File: src/rtl/lpl_pkg.sv
// Shared types and constants for the lookahead peak limiter.
// No dependencies; imported by every module of the block.
package lpl_pkg;

    localparam int SAMPLE_W   = 24;      // Q3.20 signed audio sample
    localparam int MAG_W      = 23;      // sample magnitude, saturated
    localparam int GAIN_W     = 21;      // Q1.20 unsigned gain
    localparam int FRAC_W     = 20;      // fractional bits of a gain
    localparam int QUOT_W     = 20;      // divider quotient, always below unity
    localparam int CEIL_W     = 21;
    localparam int COEF_W     = 16;
    localparam int LEN_CFG_W  = 10;
    localparam int CFG_DATA_W = 21;
    localparam int CFG_IDX_W  = 2;

    localparam logic [GAIN_W-1:0] UNITY_GAIN   = GAIN_W'(1048576);
    localparam logic [CEIL_W-1:0] CEIL_RESET   = CEIL_W'(1027604);
    localparam logic [COEF_W-1:0] COEF_RESET   = '0;
    localparam int                MAX_DELAY_DEF = 512;

    typedef enum logic [CFG_IDX_W-1:0] {
        REG_CEILING = 2'd0,
        REG_RELEASE = 2'd1,
        REG_DELAY   = 2'd2
    } t_reg_idx;

endpackage

File: src/rtl/lpl_div.sv
// Restoring serial divider: floor(num * 2^20 / den) for num < den.
// Depends on lpl_pkg. One quotient bit per clock cycle.
module lpl_div (
    input  logic                        i_clk,
    input  logic                        i_rst_n,
    input  logic                        i_start,
    input  logic [lpl_pkg::CEIL_W-1:0]  i_num,
    input  logic [lpl_pkg::MAG_W-1:0]   i_den,
    output logic                        o_busy,
    output logic [lpl_pkg::QUOT_W-1:0]  o_quot
);
    import lpl_pkg::*;

    localparam int CNT_W = $clog2(QUOT_W + 1);

    logic [MAG_W:0]        r_rem, n_rem;
    logic [MAG_W-1:0]      r_den;
    logic [QUOT_W-1:0]     r_quot, n_quot;
    logic [CNT_W-1:0]      r_cnt, n_cnt;
    logic                  r_busy, n_busy;
    logic [MAG_W:0]        rem_sh;

    // The partial remainder stays below den, so doubling it fits one extra bit.
    always_comb begin
        rem_sh = {r_rem[MAG_W-1:0], 1'b0};
        n_rem  = r_rem;
        n_quot = r_quot;
        n_cnt  = r_cnt;
        n_busy = r_busy;
        if (i_start) begin
            n_rem  = (MAG_W+1)'(i_num);
            n_cnt  = CNT_W'(QUOT_W);
            n_busy = 1'b1;
        end else if (r_busy) begin
            if (rem_sh >= {1'b0, r_den}) begin
                n_rem  = rem_sh - {1'b0, r_den};
                n_quot = {r_quot[QUOT_W-2:0], 1'b1};
            end else begin
                n_rem  = rem_sh;
                n_quot = {r_quot[QUOT_W-2:0], 1'b0};
            end
            n_cnt  = r_cnt - CNT_W'(1);
            n_busy = (r_cnt != CNT_W'(1));
        end
    end

    always_ff @(posedge i_clk) begin
        if (!i_rst_n) begin
            r_busy <= 1'b0;
            r_cnt  <= '0;
        end else begin
            r_busy <= n_busy;
            r_cnt  <= n_cnt;
        end
        r_rem  <= n_rem;
        r_quot <= n_quot;
        if (i_start) begin
            r_den <= i_den;
        end
    end

    assign o_busy = r_busy;
    assign o_quot = r_quot;

endmodule

File: config.mk
export PLATFORM = sky130hd
export DESIGN_NAME = lpl_div
export DESIGN_NICKNAME = d
export VERILOG_FILES = /design/src/rtl/lpl_pkg.sv /design/src/rtl/lpl_div.sv
export SDC_FILE = /design/constraint.sdc
export NUM_CORES = 1
export LEC_CHECK = 0
export BUFFER_PORTS_ARGS = -buffer_cell sky130_fd_sc_hd__buf_4
export CORE_MARGIN = 1
export CORE_UTILIZATION = 55
export CTS_CLUSTER_SIZE = 12
export DETAILED_ROUTE_END_ITERATION = 8
export PLACE_DENSITY = 0.77
export SLEW_MARGIN = 20
export SYNTH_ARGS = -nofsm -noshare
export SYNTH_HDL_FRONTEND = slang
export SYNTH_SLANG_ARGS = --single-unit
File: constraint.sdc
create_clock -name i_clk -period 3.4 [get_ports i_clk]
set_clock_uncertainty 0.15 [all_clocks]
set_input_delay 0 -clock i_clk [delete_from_list [all_inputs] [get_ports i_clk]]
set_output_delay 0 -clock i_clk [all_outputs]
set_load 0.01 [all_outputs]
# [Word level (Yosys, flattened, before mapping)]
# Index checks and enable logic that the tools add are counted.
[totals] memories=0 latch_bits=0 word_cells=24 in_bits=47 regBits=72 rom_bits=0 output_inout_bits=21 mem_bits_rw=0
[op_classes] n_reduce_logical=3 bitwise_logic=2 n_shift=0 div_mod_pow=0 magnitude_cmp=1 mul=0 add_sub_neg=2 muxes=8 eq_ne=1
[ops] operator="2-to-1 mux 21 bit" n=2
[ops] operator="greater-or-equal comparator 24 x 23 -> 1 bit" n=1
[ops] operator="2-to-1 mux 23 bit" n=1
[ops] operator="subtractor 23 bit" n=1
[ops] operator="2-to-1 mux 5 bit" n=2
[ops] operator="inequality test 5 x 1 -> 1 bit (second input constant)" n=1
[ops] operator="subtractor 5 x 1 -> 5 bit (second input constant)" n=1
[ops] operator="2-to-1 mux 1 bit" n=3
[ops] operator="inverter 1 bit" n=2
[ops] operator="AND reduction 2 bit" n=1
[ops] operator="nonzero test 2 bit" n=1
[ops] operator="OR reduction 2 bit" n=1

# [Longest topological paths before layout]
# Gate-level depths: netlist of run 1.
[depth] ltp_word=4 mapped_depth=12

# [Least setup slack after synthesis of run 1]
# Ideal clock, no wire load.
[synth_timing] kind="reg-to-reg" startpoint="register r_rem[0]" endpoint="register r_rem[10] (data pin)" t_arrival_ns=2.192 path_slack_ns=0.798 path_stages_with_launch=9 required_time_ns=2.990 synth_period_minus_slack_ns=2.602 n_path_buf=0 setup_ns=0.260 path_cell_list="edfxtp_1 fa_1 a211oi_1 nor3_1 nor2_1 o21a_1 xnor2_1 mux2_2 mux2_2"
[synth_between] elab_chain_cells=4 elab_cells_between_ends=5
[synth_lines] item="start, declared" line="lpl_div.sv:16" text="logic [MAG_W:0] r_rem, n_rem;"
[synth_lines] item="start signal, assigned" line="lpl_div.sv:55" text="r_rem <= n_rem;"
[synth_lines] item="subtractor 23 bit / greater-or-equal comparator 24 x 23 -> 1 bit (equally long branches)" line="lpl_div.sv:36, lpl_div.sv:35"
[synth_lines] item="2-to-1 mux 23 bit *" line="lpl_div.sv:35" text="if (rem_sh >= {1'b0, r_den}) begin"
[synth_lines] item="2-to-1 mux 21 bit *" line="lpl_div.sv:34" text="end else if (r_busy) begin"
[synth_lines] item="2-to-1 mux 21 bit *" line="lpl_div.sv:30" text="if (i_start) begin"
[synth_lines] item="net n_rem[10]" line="lpl_div.sv:16"
# Mark *: on every way through the listed nets, which the timed path passes. The rest lies on a longest branch. The select of a mux whose other input is x is not followed.
# A chain may end at the register's enable or synchronous reset.

# [Worst setup path after layout of run 1]
[layout_timing] startpoint="register r_rem[17]" endpoint="register r_rem[15] (data pin)"
[layout_between] elab_chain_cells=4
[layout_lines] item="greater-or-equal comparator 24 x 23 -> 1 bit" line="lpl_div.sv:35"
[layout_lines] item="2-to-1 mux 23 bit" line="lpl_div.sv:35"
[layout_lines] item="2-to-1 mux 21 bit" line="lpl_div.sv:34"
[layout_lines] item="2-to-1 mux 21 bit" line="lpl_div.sv:30"
[layout_lines] item="net n_rem[15]" line="lpl_div.sv:16"
# The timed path passes the listed nets, and every way through them passes these cells. The select of a mux whose other input is x is not followed.

==> results.md, run 1 <==
* Area Overhead vs Synth at 30.1%
* Largest net degree at the start of global routing at 49
* Clock Latency Late Sink at 0.36 ns
* Clock Tree Root: clkbuf_8
* Nets at 572
* Clock sinks at 72
* Core area at 7290 sq um
* Row cnt at 31
* Sequential-to-total area share from yosys stat at 50.2%
* Worst Hold Class: in2reg
* Dominant cell type by area after synthesis: edfxtp_1
* Clock buffer depth at 2
* DP HPWL at 5920 microns
* CTS tree: yes
* Clock transition at path regs at 0.08 ns
* Share of post-route cells with drive strength above 1 at 21.4%
* Initial drt markers at 119
* Final Hold Viols at 0
* Startpoint type of the worst setup path: flip-flop
* Syn_area_per_cell at 10.8 sq um
* PnR worst setup slack at 0.293 ns
* Placer Congestion at 0.906
* TNS Setup at 0 ns
* Chip Height at 88.9 microns
* Total number of vias at 3232
* Finish-stage setup viols at 0
* Port-buffer cells at 67
* Pwr/cell area at 589 nW/um^2
* Cell variety after synth at 52
* Vias in the first global route at 3150
* Post-synth top cells: edfxtp_1, nor2_1, inv_1
* Met3 wire length at 333 microns
* DR WL met2 at 4290 microns
* Max Clk Rate at 322 MHz
* Pre-Repair DR Iteration Count at 5
* Top cell type's share of synthesized area at 46.3%
* Mapped Area at 4150 sq um
* Number of synthesized flops with an enable pin at 64
* Leakage at 2.20 nW
* Most frequent cell after synthesis: edfxtp_1
* Post-route minimum period at 3.11 ns
* Arrival @ worst endpoint at 3.04 ns
* Final WL at 9000 microns
* Crit-path max FO at 29
* Max-slew violations at 0
* Vias per cell at 5.36
* Total grt overflow at 0
* Initial core utilization at 56.9%
* Ys Warns at 0
* Period utilization at 91.4%
* Worst vdd ir at 0.000389 V
* Post-Synthesis Cells at 384
* Max Cap Violations at 0
* Die Area at 7900 sq um
* Post-synthesis async set-or-reset flop share at 0%
* Top cells by area, synth: edfxtp_1, ha_1, dfxtp_1
* Initial antenna violation count at 0
* Routed len/inst at 14.9 microns
* Post-Place Setup Slack at 0.273 ns
* Worst-Margin Slew at 0.937 ns
* H-tree depth at 3
* Highest Signal Layer: met4
* DRC viols at 0
* Req. time, crit path at 3.33 ns
* RSZ-0062 raised after global routing: false
* ANT nets after route at 0
* # IOs at 68
* Post-CTS setup buffers at 0
* Chip width at 88.9 microns
* Setup CP Type: reg2reg
* Post-synth top flop: edfxtp_1
* WL met1 at 4150 microns
* Max_slew headroom at 37.5%
* Status: complete, no violations
* First-pass GRT wire length at 14500 microns
* Crit path capture type: flip-flop
* Inserted Diodes at 0
* Yosys reg bits at 72
* Total GRT Usage at 24.7%
* Post-Syn Nets at 457
* Num CTS Buffers at 9
path summary, 6_finish.rpt:
path,startpoint,end,slack (ns),cells after the start
setup / recovery,r_rem[17],r_rem[15],0.29,9
hold / removal,i_den[4],r_den[4],0.21,2
setup reg to reg,r_rem[17],r_rem[15],0.29,9
hold reg to reg,o_quot[15],o_quot[16],0.30,0
state kept, by name (all words and copies together) (netlist names):
name    cells
o_busy      1
o_quot     20
r_cnt       5
r_den      23
r_rem      23
area by class of cell:
class,count,area (sq um)
Sequential cell,72,2080
Clock buffer,13,191
Tap cell,99,124
Inverter,30,113
Clock inverter,3,20.0
Fill cell,540,1890
Timing Repair Buffer,116,986
Multi-Input combinational cell,270,1880
critical path: stages (launching register included):
cell and delay, ns:
edfxtp_1 0.40, ha_1 0.43, nand4_1 0.20, nor2_1 0.23, nand2_1 0.14, o211ai_4 0.44
buf_4 0.41, nor3b_1 0.10, a21oi_1 0.14, o21ai_0 0.17
cells by family (layout without fill, tap and decap cells):
logic type	count (synthesis)	after routing	synth area share, %
simple gates	107	107	12.4
compound gates	97	97	15.3
flops	72	72	50.2
buf+inv	42	162	4.76
fa+ha+maj	26	26	8.02
xor+xnor	20	20	4.22
mux	20	20	5.19
metal layers:
metal,vias up,global-route usage (%)
met1,1490,31.5
met5,-,0
met2,77,40.6
met3,21,5.78
li1,1644,-
met4,0,9.82
placed cells by master (no fill, tap or decap), types with 2 or more instances in the layout:
cell type | Yosys | layout
a21oi_1 | 28 | 28
inv_1 | 30 | 30
nand2b_1 | 2 | 2
nand2_2 | 2 | 2
nor2_1 | 35 | 35
nor2b_1 | 7 | 6
xnor2_1 | 11 | 11
clkbuf_8 | 0 | 10
nor3b_1 | 4 | 4
mux2_2 | 12 | 12
a31oi_1 | 5 | 5
edfxtp_1 | 64 | 64
o2111ai_1 | 3 | 3
o21ai_1 | 6 | 6
ha_1 | 25 | 25
nand2_1 | 26 | 26
clkbuf_16 | 0 | 2
nor3_1 | 12 | 12
o21ai_0 | 16 | 16
nand4_1 | 2 | 2
dlygate4sd3_1 | 0 | 46
nor4_1 | 2 | 2
a21o_1 | 7 | 7
dfxtp_1 | 8 | 8
mux2i_1 | 8 | 8
a211oi_1 | 7 | 7
nand3_1 | 7 | 7
o21a_1 | 5 | 5
o211ai_1 | 6 | 6
nand3b_1 | 4 | 4
xor2_1 | 9 | 9
buf_4 | 0 | 70
through the flow:
step / hold WS, ns / instances / util (%) / cell area [sq um] / total power, mW
floorplan: -0.0511 / 384 / - / 4150 / 2.17
global placement: 0.0280 / 541 / 64.7 / 4720 / 2.38
detailed placement: 0.0293 / 541 / 64.7 / 4720 / 2.41
CTS: 0.190 / 603 / 73.9 / 5390 / 3.16
global route: 0.203 / 603 / 74.0 / 5400 / 3.38
finish: 0.205 / 603 / 74.0 / 5400 / 3.18
where the power goes:
group / internal, mW / switching (mW)
registers: 1.11 / 0.0606
logic: 0.567 / 0.737
clock network: 0.375 / 0.335
total: 2.05 / 1.13
what timing repair did:
item                                    CTS  global route
hold buffers                             46             0
endpoints found under the hold margin    56             0
endpoints found under the setup margin    0             1
resized for setup                         0             1
(Power assumes the default switching activity.)
==> run 2, diff against run 1 <==
--- a/config.mk
+++ b/config.mk
@@ -8,9 +8,10 @@
 export BUFFER_PORTS_ARGS = -buffer_cell sky130_fd_sc_hd__buf_4
 export CORE_MARGIN = 1
 export CORE_UTILIZATION = 55
+export CTS_BUF_LIST = sky130_fd_sc_hd__clkbuf_4 sky130_fd_sc_hd__clkbuf_8
 export CTS_CLUSTER_SIZE = 12
 export DETAILED_ROUTE_END_ITERATION = 8
-export PLACE_DENSITY = 0.77
+export PLACE_DENSITY_LB_ADDON = 0.05
 export SLEW_MARGIN = 20
 export SYNTH_ARGS = -nofsm -noshare
 export SYNTH_HDL_FRONTEND = slang
==> run 2 against run 1 <==
Against the previous run:
- sequential cell count is the same
- via count is 2.1% higher
- worst setup slack got worse by 0.038 ns
- core utilization is the same
- critical path depth is 1 lower
- non-clock buffer count is the same
- total power rose by 1.8%
- wire length is 0.48% higher
- count of clock-buffer cells in the layout down 3
==> results.md, run 2 (synthesized netlist as in run 1, its figures left out) <==
* Worst Hold Class: in2reg
* PnR worst setup slack at 0.255 ns (-0.0379 ns)
* Final WL at 9040 microns (+0.48%)
* First-pass GRT wire length at 14400 microns (-0.71%)
* Worst-Margin Slew at 0.911 ns (-0.0265 ns)
* Clock Tree Root: clkbuf_8
* RSZ-0062 raised after global routing: false
* Inserted Diodes at 0 (unchanged)
* Worst vdd ir at 0.000368 V (-5.2%)
* Share of post-route cells with drive strength above 1 at 21.8% (+0.40 points)
* Row cnt at 31 (unchanged)
* Initial core utilization at 56.9% (unchanged)
* Total GRT Usage at 24.4% (-0.24 points)
* Max-slew violations at 0 (unchanged)
* Post-CTS setup buffers at 0 (unchanged)
* Nets at 572 (unchanged)
* Max Clk Rate at 318 MHz (-1.2%)
* Sw Pwr at 1.13 mW (-0.38%)
* Period utilization at 92.5% (+1.1 points)
* Vias per cell at 5.47 (+2.1%)
* Status: complete, no violations
* Total number of vias at 3301 (+2.1%)
* Comb power frac at 40.2% (-0.8 points)
* Setup CP Type: reg2reg
* Arrival @ worst endpoint at 3.07 ns (+0.03 ns)
* Vias in the first global route at 3116 (-1.1%)
* Clock sinks at 72 (unchanged)
* Core area at 7290 sq um (unchanged)
* Clock buffer depth at 2 (unchanged)
* # IOs at 68 (unchanged)
* Clk pwr share at 23.6% (+1.3 points)
* Crit path capture type: flip-flop
* Hold path cells at 1 (-1)
* TNS Setup at 0 ns (unchanged)
* Chip Height at 88.9 microns (unchanged)
* Finish-stage setup viols at 0 (unchanged)
* Startpoint type of the worst setup path: flip-flop
* Max_slew headroom at 39.2% (+1.8 points)
* ANT nets after route at 0 (unchanged)
* Pre-Repair DR Iteration Count at 4 (-1)
* Num CTS Buffers at 9 (unchanged)
* Req. time, crit path at 3.32 ns (about the same)
* Commonest non-fill, non-tap cell in the layout: buf_4
* Pwr/cell area at 600 nW/um^2 (+1.8%)
* Initial drt markers at 177 (+49%)
* Post-route minimum period at 3.14 ns (+0.0379 ns)
* Leakage at 2.21 nW (+0.17%)
* Port-buffer cells at 67 (unchanged)
* DP HPWL at 6110 microns (+3.3%)
* H-tree depth at 3 (unchanged)
* CTS tree: yes
* Hold WS at 0.0969 ns (-0.109 ns)
* Die Area at 7900 sq um (unchanged)
* Clock transition at path regs at 0.08 ns (about the same)
* Internal power at 2.11 mW (+3.0%)
* Max Cap Violations at 0 (unchanged)
* Crit-path max FO at 15 (-48%)
* Post-Place Setup Slack at 0.325 ns (+0.0524 ns)
* Tot Pwr at 3.24 mW (+1.8%)
* Initial antenna violation count at 0 (unchanged)
* Routed len/inst at 15.0 microns (+0.48%)
* Largest net degree at the start of global routing at 73 (+49%)
* Worst Reg-to-Reg Cells at 8 (-1)
* Chip width at 88.9 microns (unchanged)
* Switching portion of total power at 34.8% (-0.75 points)
* Total grt overflow at 0 (unchanged)
* Share of power burned in registers at 36.2% (-0.5 points)
* Placer Congestion at 0.887 (-2.0%)
* Clock Latency Late Sink at 0.35 ns (about the same)
* Area Overhead vs Synth at 30.1% (unchanged)
* DRC viols at 0 (unchanged)
* Commonest non-fill, non-tap cells in the layout: buf_4, edfxtp_1, dlygate4sd3_1
* Final Hold Viols at 0 (unchanged)
==> run 2: changes by cell type in the layout (fill, tap and decap cells not counted), sizes merged <==
cell         change
clkbuf           -3
bufinv           +2
buf              +1
clkinv           -1
clkinvlp         +1
dlygate4sd3      -1
inv              +1
==> run 2: worst paths after layout <==
kind,from,endpoint,slack [ns]
worst max-delay path,r_rem[17],r_rem[1],0.26
worst min-delay path,i_start,r_den[0],0.1
worst max register to register,r_rem[17],r_rem[1],0.26
worst min register to register,o_quot[8],o_quot[9],0.31
==> run 2: layout make-up <==
class	count	area (sq um)
well taps	99	124
multi-input cells	270	1870
inverters	30	113
fillers	548	1890
flip-flops and latches	72	2080
clock buffers	10	131
repair buffers	116	983
clock inverters	6	91.3
==> run 2: critical path, stage by stage (launching register included) <==
cell,delay (ns)
edfxtp_1,0.45
ha_1,0.45
nand4_1,0.19
nor2_1,0.22
nand2_1,0.10
o211ai_2,0.57
buf_4,0.32
mux2i_1,0.30
o21ai_1,0.11
==> run 2: metrics by stage <==
stage	std cells	area [sq um]	util, %
final	603	5400	74.0
after global routing	603	5400	74.0
after CTS	603	5400	74.0
after detailed placement	542	4720	64.8
after global placement	542	4720	64.8
after floorplan	384	4150	-
==> run 2: what timing repair did <==
| action | in CTS | in global routing |
|---|---|---|
| hold buffers | 45 | 0 |
| hold endpoints to repair | 50 | 0 |
| endpoints found under the setup margin | 0 | 0 |
| gates resized for setup | 0 | 0 |
==> run 2: per-layer routing <==
metal	up-vias	track usage, %	share of wire (%)
met2	90	40.5	49
met5	-	0	0
met1	1561	31.7	45
met4	0	7.77	1.3
met3	12	5.78	4.6
li1	1638	-	-
==> run 2: power by group through the flow <==
| stage | Clock [mW] | Combinational, mW | Sequential [mW] |
|---|---|---|---|
| after floorplan | 0 | 1.00 | 1.17 |
| after global placement | 0 | 1.23 | 1.18 |
| after detailed placement | 0 | 1.24 | 1.19 |
| after CTS | 0.781 | 1.29 | 1.17 |
| after global routing | 0.814 | 1.44 | 1.19 |
| final | 0.764 | 1.30 | 1.17 |
==> run 3, diff against run 2 <==
--- a/config.mk
+++ b/config.mk
@@ -6,6 +6,7 @@
 export NUM_CORES = 1
 export LEC_CHECK = 0
 export BUFFER_PORTS_ARGS = -buffer_cell sky130_fd_sc_hd__buf_4
+export CORE_ASPECT_RATIO = 1.1
 export CORE_MARGIN = 1
 export CORE_UTILIZATION = 55
 export CTS_BUF_LIST = sky130_fd_sc_hd__clkbuf_4 sky130_fd_sc_hd__clkbuf_8
==> run 3 against run 2 <==
Against the previous run:
- the run now ends with DRC left
- sequential cell count stayed put
- maximum frequency is 1.9% higher
- die area hardly changed
- non-clock buffer count is 1 lower
- worst hold slack worse by 0.012 ns
==> results.md, run 3 (synthesized netlist as in run 1, its figures left out) <==
* Clock buffer depth at 2 (unchanged)
* Nets at 571 (-0.17%)
* Fin util at 75.1% (+1.1 points)
* Hold path start: i_start
* Vias in the first global route at 3208 (+3.0%)
* Max Clk Rate at 324 MHz (+1.9%)
* Tot Pwr at 3.26 mW (+0.72%)
* Initial antenna violation count at 0 (unchanged)
* First-pass GRT wire length at 14900 microns (+3.8%)
* Inst Count DP at 527 (-2.8%)
* Area Overhead vs Synth at 29.7%
* Chip Height at 93.1 microns (+4.8%)
* Hold path cells at 1 (unchanged)
* Status: finished with violations
* Chip width at 84.8 microns (-4.5%)
* Post-Place Setup Slack at 0.358 ns (+0.0334 ns)
* Inserted Diodes at 0 (unchanged)
* Total number of vias at 3266 (-1.1%)
* H-tree depth at 3 (unchanged)
* Crit-path max FO at 15 (unchanged)
* Total GRT Usage at 24.6% (+0.14 points)
* Period utilization at 90.8% (-1.7 points)
* Post-CTS setup buffers at 0 (unchanged)
* Final Hold Viols at 0 (unchanged)
* Pwr/cell area at 606 nW/um^2 (+1.0%)
* Commonest non-fill, non-tap cells in the layout: buf_4, edfxtp_1, dlygate4sd3_1
* Share of post-route cells with drive strength above 1 at 21.7% (-0.16 points)
* Pre-Repair DR Iteration Count at 7 (+3)
* Reg-to-Reg Start: r_rem[17]
* Post-route minimum period at 3.09 ns (-0.0575 ns)
* Post-place instance area at 4700 sq um (-0.53%)
* DP HPWL at 5930 microns (-3.0%)
* Failing checks: DRC
* Fin cells at 588 (-2.5%)
* Setup CP Type: reg2reg
* Largest net degree at the start of global routing at 73 (unchanged)
* Num CTS Buffers at 9 (unchanged)
* DRC viols at 3 (+3)
* Max-slew violations at 0 (unchanged)
* Post-CTS sizing at 0 (unchanged)
* Worst Reg-to-Reg Cells at 8 (unchanged)
* Worst reg2reg path endpoint: r_rem[1]
* Req. time, crit path at 3.33 ns (about the same)
* Clock Latency Late Sink at 0.36 ns (about the same)
* Port-buffer cells at 67 (unchanged)
* ANT nets after route at 0 (unchanged)
* Buf/Inv on CP at 1 (unchanged)
* Final WL at 9030 microns (-0.13%)
* Clock Tree Root: clkbuf_8
* Die Area at 7900 sq um (about the same)
* Worst vdd ir at 0.000337 V (-8.5%)
* Commonest non-fill, non-tap cell in the layout: buf_4
* Worst-Margin Slew at 1.05 ns (+0.137 ns)
* Leakage at 2.21 nW (about the same)
* Finish-stage setup viols at 0 (unchanged)
* Worst Hold Class: in2reg
* Hold EP: r_den[20]
* Core area at 7170 sq um (-1.7%)
* Max Cap Violations at 0 (unchanged)
* # IOs at 68 (unchanged)
* Total grt overflow at 0 (unchanged)
* Placer Congestion at 0.938 (+5.7%)
* Worst path max stage delay at 0.58 ns (about the same)
* Initial core utilization at 57.9% (+0.99 points)
* Cell Chain, Critical Path: ha_1 -> nand4_1 -> nor2_1 -> nand2_1 -> o211ai_2 -> buf_4 -> mux2i_1 -> o21ai_1
* Internal reg-to-reg setup slack at 0.31 ns (+0.06 ns)
* Routed len/inst at 15.4 microns (+2.4%)
* Hold WS at 0.0852 ns (-0.0116 ns)
* PnR worst setup slack at 0.313 ns (+0.0575 ns)
* Row cnt at 32 (+3.2%)
* CTS tree: yes
* Startpoint type of the worst setup path: flip-flop
* Max_slew headroom at 29.9% (-9.4 points)
* Crit path capture type: flip-flop
* Design Area, Final at 5380 sq um (-0.30%)
* RSZ-0062 raised after global routing: false
* Clock sinks at 72 (unchanged)
* TNS Setup at 0 ns (unchanged)
* Initial drt markers at 268 (+51%)
* Arrival @ worst endpoint at 3.02 ns (-0.05 ns)
* CP max stage cell: o211ai_2
* CP delay by family, top: compound AO/OA/AOI/OAI gates
* Clock transition at path regs at 0.08 ns (about the same)
* Vias per cell at 5.55 (+1.5%)
run 3: cell type report:
type                    count  area, sq um
flip-flops and latches     72         2080
multi-input cells         270         1870
fillers                   529         1790
repair buffers            115          976
clock buffers              11          145
inverters                  30          113
well taps                  85          106
clock inverters             5         86.3
run 3: worst max path at each step:
stage	from	endpoint	slack, ns	cells after the start
global placement	r_rem[17]	r_rem[1]	0.33	8
detailed placement	r_rem[17]	r_rem[1]	0.36	8
finish	r_rem[17]	r_rem[1]	0.31	8
floorplan	r_rem[0]	r_rem[10]	0.80	8
CTS	r_rem[17]	r_rem[1]	0.32	8
global route	r_rem[17]	r_rem[1]	0.09	8
run 3: metal layers:
metal / share of wire, % / track usage [%]
met5: 0 / 0
met4: 2.6 / 10.0
met2: 47 / 39.8
met3: 4.0 / 5.65
met1: 46 / 32.0
run 3: what timing repair did:
item	in CTS	in global routing
setup endpoints to repair	0	0
endpoints found under the hold margin	50	0
hold buffers	45	0
run 3: where the power goes:
| part | switching [mW] | internal (mW) | leakage [nW] | total, mW |
|---|---|---|---|---|
| registers | 0.0636 | 1.11 | 0.688 | 1.17 |
| logic | 0.723 | 0.576 | 1.40 | 1.30 |
| clock network | 0.343 | 0.448 | 0.118 | 0.791 |
